### config.mk
export PLATFORM = sky130hd
export DESIGN_NAME = nla_dist
export DESIGN_NICKNAME = d
export VERILOG_FILES = /design/src/hdl/nla_pkg.sv /design/src/hdl/nla_dist.sv
export SDC_FILE = /design/constraint.sdc
export NUM_CORES = 2
export LEC_CHECK = 0
export BUFFER_PORTS_ARGS = -buffer_cell sky130_fd_sc_hd__clkbuf_2
export CORE_MARGIN = 3
export CORE_UTILIZATION = 40
export CTS_CLUSTER_DIAMETER = 30
export CTS_CLUSTER_SIZE = 8
export DETAILED_ROUTE_END_ITERATION = 10
export PLACE_DENSITY = 0.66
export SLEW_MARGIN = 5
export SYNTH_ARGS = -nofsm -noshare
export SYNTH_HDL_FRONTEND = slang
export SYNTH_SLANG_ARGS = --single-unit
### constraint.sdc
create_clock -name clock -period 11.9 [get_ports clock]
set_clock_uncertainty 0.05 [all_clocks]
set_input_delay 1.19 -clock clock [delete_from_list [all_inputs] [get_ports clock]]
set_output_delay 1.19 -clock clock [all_outputs]
set_load 0.1 [all_outputs]
### src/hdl/nla_pkg.sv
// Package for the nearest landmark association block: sizes, codes and the
// structs shared by the top level and the distance pipeline.
// Depends on nothing.
package nla_pkg;

   // Table size and coordinate precision.
   localparam int MAX_MARKS  = 64;
   localparam int COORD_BITS = 24;

   // Field widths fixed by the stream format.
   localparam int POS_W  = 24;
   localparam int TAG_W  = 16;
   localparam int DIST_W = 50;

   // Derived widths.
   localparam int ADDR_W = (MAX_MARKS > 1) ? $clog2(MAX_MARKS) : 1;
   localparam int CNT_W  = $clog2(MAX_MARKS + 1);
   localparam int DIFF_W = COORD_BITS + 1;
   localparam int SQ_W   = 2 * DIFF_W;
   localparam int SUM_W  = SQ_W + 1;

   // Stream payload widths.
   localparam int REQ_DATA_W = 64;
   localparam int RSP_DATA_W = 72;
   localparam int RSP_PAD_W  = RSP_DATA_W - DIST_W - TAG_W;

   // Request kinds carried in tuser.
   typedef enum logic [1:0] {
      ACT_CLEAR = 2'd0,
      ACT_LOAD  = 2'd1,
      ACT_QUERY = 2'd2
   } nla_action_type;

   // Control sequencer states.
   typedef enum logic [1:0] {
      ST_IDLE,
      ST_SCAN,
      ST_DRAIN,
      ST_EMIT
   } nla_state_type;

   // One landmark table entry.
   typedef struct packed {
      logic [TAG_W-1:0]             tag;
      logic signed [COORD_BITS-1:0] y;
      logic signed [COORD_BITS-1:0] x;
   } nla_mark_type;

   // Markers travelling with each entry read during a scan.
   typedef struct packed {
      logic valid;
      logic first;
      logic last;
   } nla_scan_type;

   // Outcome of one completed scan.
   typedef struct packed {
      logic              done;
      logic              found;
      logic [TAG_W-1:0]  tag;
      logic [DIST_W-1:0] dist_sq;
   } nla_result_type;

endpackage

### src/hdl/nla_dist.sv
// Distance pipeline of the nearest landmark association block: difference,
// square, sum and running minimum over the entries of one scan.
// Depends on nla_pkg.
module nla_dist (
   input  logic                                    clock,
   input  logic                                    reset,
   input  nla_pkg::nla_scan_type                   scan,
   input  nla_pkg::nla_mark_type                   mark,
   input  logic signed [nla_pkg::COORD_BITS-1:0]   obs_x,
   input  logic signed [nla_pkg::COORD_BITS-1:0]   obs_y,
   output nla_pkg::nla_result_type                 result
);

   // Stage A: coordinate differences.
   nla_pkg::nla_scan_type                  a_ctl_ff;
   logic signed [nla_pkg::DIFF_W-1:0]      a_dx_ff;
   logic signed [nla_pkg::DIFF_W-1:0]      a_dy_ff;
   logic [nla_pkg::TAG_W-1:0]              a_tag_ff;

   // Stage B: squares.
   nla_pkg::nla_scan_type                  b_ctl_ff;
   logic [nla_pkg::SQ_W-1:0]               b_sqx_ff;
   logic [nla_pkg::SQ_W-1:0]               b_sqy_ff;
   logic [nla_pkg::TAG_W-1:0]              b_tag_ff;

   // Stage C: running best.
   logic [nla_pkg::SUM_W-1:0]              sum;
   logic                                   take;
   logic [nla_pkg::SUM_W-1:0]              best_ff;
   logic [nla_pkg::TAG_W-1:0]              best_tag_ff;
   logic                                   done_ff;

   // Control markers follow the data down the pipeline.
   always_ff @(posedge clock) begin
      if (reset) begin
         a_ctl_ff <= '0;
         b_ctl_ff <= '0;
         done_ff  <= 1'b0;
      end else begin
         a_ctl_ff <= scan;
         b_ctl_ff <= a_ctl_ff;
         done_ff  <= b_ctl_ff.valid & b_ctl_ff.last;
      end
   end

   // Differences are one bit wider than the coordinates, so they cannot overflow.
   always_ff @(posedge clock) begin
      a_dx_ff  <= nla_pkg::DIFF_W'(mark.x) - nla_pkg::DIFF_W'(obs_x);
      a_dy_ff  <= nla_pkg::DIFF_W'(mark.y) - nla_pkg::DIFF_W'(obs_y);
      a_tag_ff <= mark.tag;
   end

   // A signed square is never negative, so it is kept as an unsigned value.
   always_ff @(posedge clock) begin
      b_sqx_ff <= a_dx_ff * a_dx_ff;
      b_sqy_ff <= a_dy_ff * a_dy_ff;
      b_tag_ff <= a_tag_ff;
   end

   // Only a strictly smaller distance replaces the best, so the earliest entry
   // wins a tie.
   assign sum  = {1'b0, b_sqx_ff} + {1'b0, b_sqy_ff};
   assign take = b_ctl_ff.valid & (b_ctl_ff.first | (sum < best_ff));

   always_ff @(posedge clock) begin
      if (take) begin
         best_ff     <= sum;
         best_tag_ff <= b_tag_ff;
      end
   end

   assign result.done    = done_ff;
   assign result.found   = 1'b1;
   assign result.tag     = best_tag_ff;
   assign result.dist_sq = nla_pkg::DIST_W'(best_ff);

endmodule
==> metrics <==
postcts setup bufs=0; status=completed; Setup TNS Final=0 ns; largest net degree at the start of global routing=60; Slew headroom=18.3%; multi-input logic area=0.0404 sq mm; clock period minus worst slack=8.53 ns; Synth top area share=46.3%; CTS sink count=about 250; initial antenna violation count=0; CP Max Fanout=28; 1st-iter DRT viols=1759; All-Layer GR Usage=between 15 and 20%; Clock Tree Root=clkbuf_16; Post-synth EDFFs=67; Die Wd=369 um; Most used DFF post-synth=dfxtp_1; CTS tree=built; clk buf depth=3; worst min path class=reg -> reg; Die Height=369 um; starting density of the core=40.5%; Diodes inserted=0; full die area=approximately 0.14 sq mm; fin crit share=a little under three quarters; GR Overflow Total=0; PortBufs=between 150 and 200; cell row count=132; max-slew violations=0; # setup viols final=0; Layout Utilization=between 40 and 50%; Seq. cell area=0.00576 sq mm; Post-CTS Resized=0; required time worst endpoint=around 12 ns; Synth Area per Inst=9.71 sq um; Post-Synthesis Cells=5424; DR WL/cell=16.1 um; commonest non-fill, non-tap cell in the layout=inv_1; Vias=35200; DRC=0; TritonCTS Buffers=between 50 and 60; Max Fclk=117 MHz; Final ANT Viol Nets=0; cts hold-fix bufs=0; RePlAce Congestion=0.882; Warnings, synthesis=0; clock-pin transition on the worst setup and hold timing paths=0.05 ns; ys async rst share=0%; clock latency on the worst-skew pair=roughly 0.64 ns; most frequent cells in the layout=inv_1, fa_1, ha_1; Core ar.=between 0.1 and 0.15 sq mm; Yosys cell types=70; nets@finish=7328; post-DP HPWL=98200 um; syn nets=7208; fillers=between 10000 and 15000; first-pass GRT wire length=roughly 200000 um; cell type with the highest aggregate area in the netlist=fa_1; Critical Path End Type=flip-flop; maxcap violations=0; Seq/Total Area, Yosys=10.9%; number of global-route vias before repair=39500; share of layout cells above drive strength 1=6.33%; CP Class=reg -> reg; # IOs=around 190; crit path launch type=flip-flop; synth top area cells=fa_1, inv_1, ha_1; vias per std cell=4.80; Worst Max-Slew Pin Slew=1.22 ns; Worst EP arrival=about 9.0 ns; Final Hold Fails=0; synthesized cell area=roughly 0.053 sq mm; CTS H-Tree Depth=2; aggregate routed wire length=roughly 120000 um; Yosys reg bits=254; drt pass-1 iters=7; RSZ-0062 raised after global routing=false; area grow syn2layout=8.97%
-- cells by family after synthesis --
group	after synthesis	share of synthesized area, %
adders and majority gates	1667	57.0
and+or+nand+nor	1101	10.1
DFF	254	10.9
AOI/OAI and AO/OA	495	6.11
other	1	0.00712
buffers and inverters	1701	12.5
xor gates and xnor gates	199	3.31
muxes	6	0.121
-- layout make-up --
| type | count | share of cell area, % |
|---|---|---|
| inverters | 1526 | 9.98 |
| flip-flops and latches | 254 | 10.0 |
| repair buffers | 234 | 2.26 |
| multi-input cells | 3469 | 70.3 |
| clock buffers | 77 | 2.85 |
| clock inverters | 31 | 0.798 |
| well taps | 1742 | 3.80 |
-- worst max-delay path, stage by stage (launching register included) --
cell	delay [ns]
dfxtp_1	1.12
nand2_1	0.27
fa_1	0.54
inv_1	0.05
fa_1	0.53
inv_1	0.06
fa_1	0.44
fa_1	0.55
inv_1	0.05
fa_1	0.48
fa_1	0.49
inv_1	0.05
fa_1	0.47
inv_1	0.04
ha_1	0.38
a21oi_1	0.24
o21ai_0	0.13
a221oi_1	0.39
nand3_1	0.15
nor3b_1	0.72
nor2_1	0.30
a311oi_1	0.32
nor2_1	0.13
a221oi_1	0.33
xnor2_1	0.16
-- cell usage after synthesis (all sizes together) (6+ instances only) --
cell type and instances:
nor3 30, nor4 9, inv 1526, nand3 30, and2 240, a21o 87
and4 7, ha 448, dfxtp 187, fa 1219, nand2 444, a31oi 22
a221oi 6, xnor2 151, nor2 175, nand2b 27, o21bai 16, a211o 8
a311oi 6, a211oi 19, o21a 31, edfxtp 67, buf 53, nor2b 71
o31ai 6, a21oi 151, nand4 26, and3 18, o211ai 7, xor2 48
a21boi 6, o21ai 92, a31o 6, clkbuf 122
-- registers in the layout (all words and copies together), names as in the netlist --
| name | flops |
|---|---|
| b_tag_ff | 16 |
| b_sqy_ff | 49 |
| b_sqx_ff | 49 |
| a_ctl_ff | 3 |
| best_tag_ff | 16 |
| best_ff | 51 |
| a_dy_ff | 25 |
| b_ctl_ff | 3 |
| a_tag_ff | 16 |
| done_ff | 1 |
| a_dx_ff | 25 |
-- through the flow --
step | hold WS [ns] | instances | instance area (sq um) | setup slack, ns
after floorplan | 0.260 | 5424 | 52700 | 4.77
after global placement | 0.260 | 7225 | 55300 | 3.60
after detailed placement | 0.262 | 7225 | 55300 | 3.50
after CTS | 0.271 | 7333 | 57400 | 3.50
after global routing | 0.276 | 7333 | 57400 | 2.88
final | 0.270 | 7333 | 57400 | 3.37
-- metal layers --
layer / GRT usage (%) / vias up / wire (um)
met5: 0 / - / 0
met4: 5.39 / 0 / 3540
met3: 3.50 / 174 / 7250
met2: 32.4 / 761 / 59900
met1: 22.5 / 17900 / 47700
li1: - / 16300 / -
-- worst paths after layout --
check / slack [ns] / depth (start not counted) / start / to
worst max-delay path: 3.37 / 24 / a_dy_ff[1] / b_sqy_ff[46]
worst min register to register: 0.27 / 0 / a_tag_ff[14] / b_tag_ff[14]
worst min-delay path: 0.27 / 0 / a_tag_ff[14] / b_tag_ff[14]
worst max register to register: 3.37 / 24 / a_dy_ff[1] / b_sqy_ff[46]
Power is not shown: default switching activity piles up to over one toggle a cycle in this logic, so the estimate is an artifact.
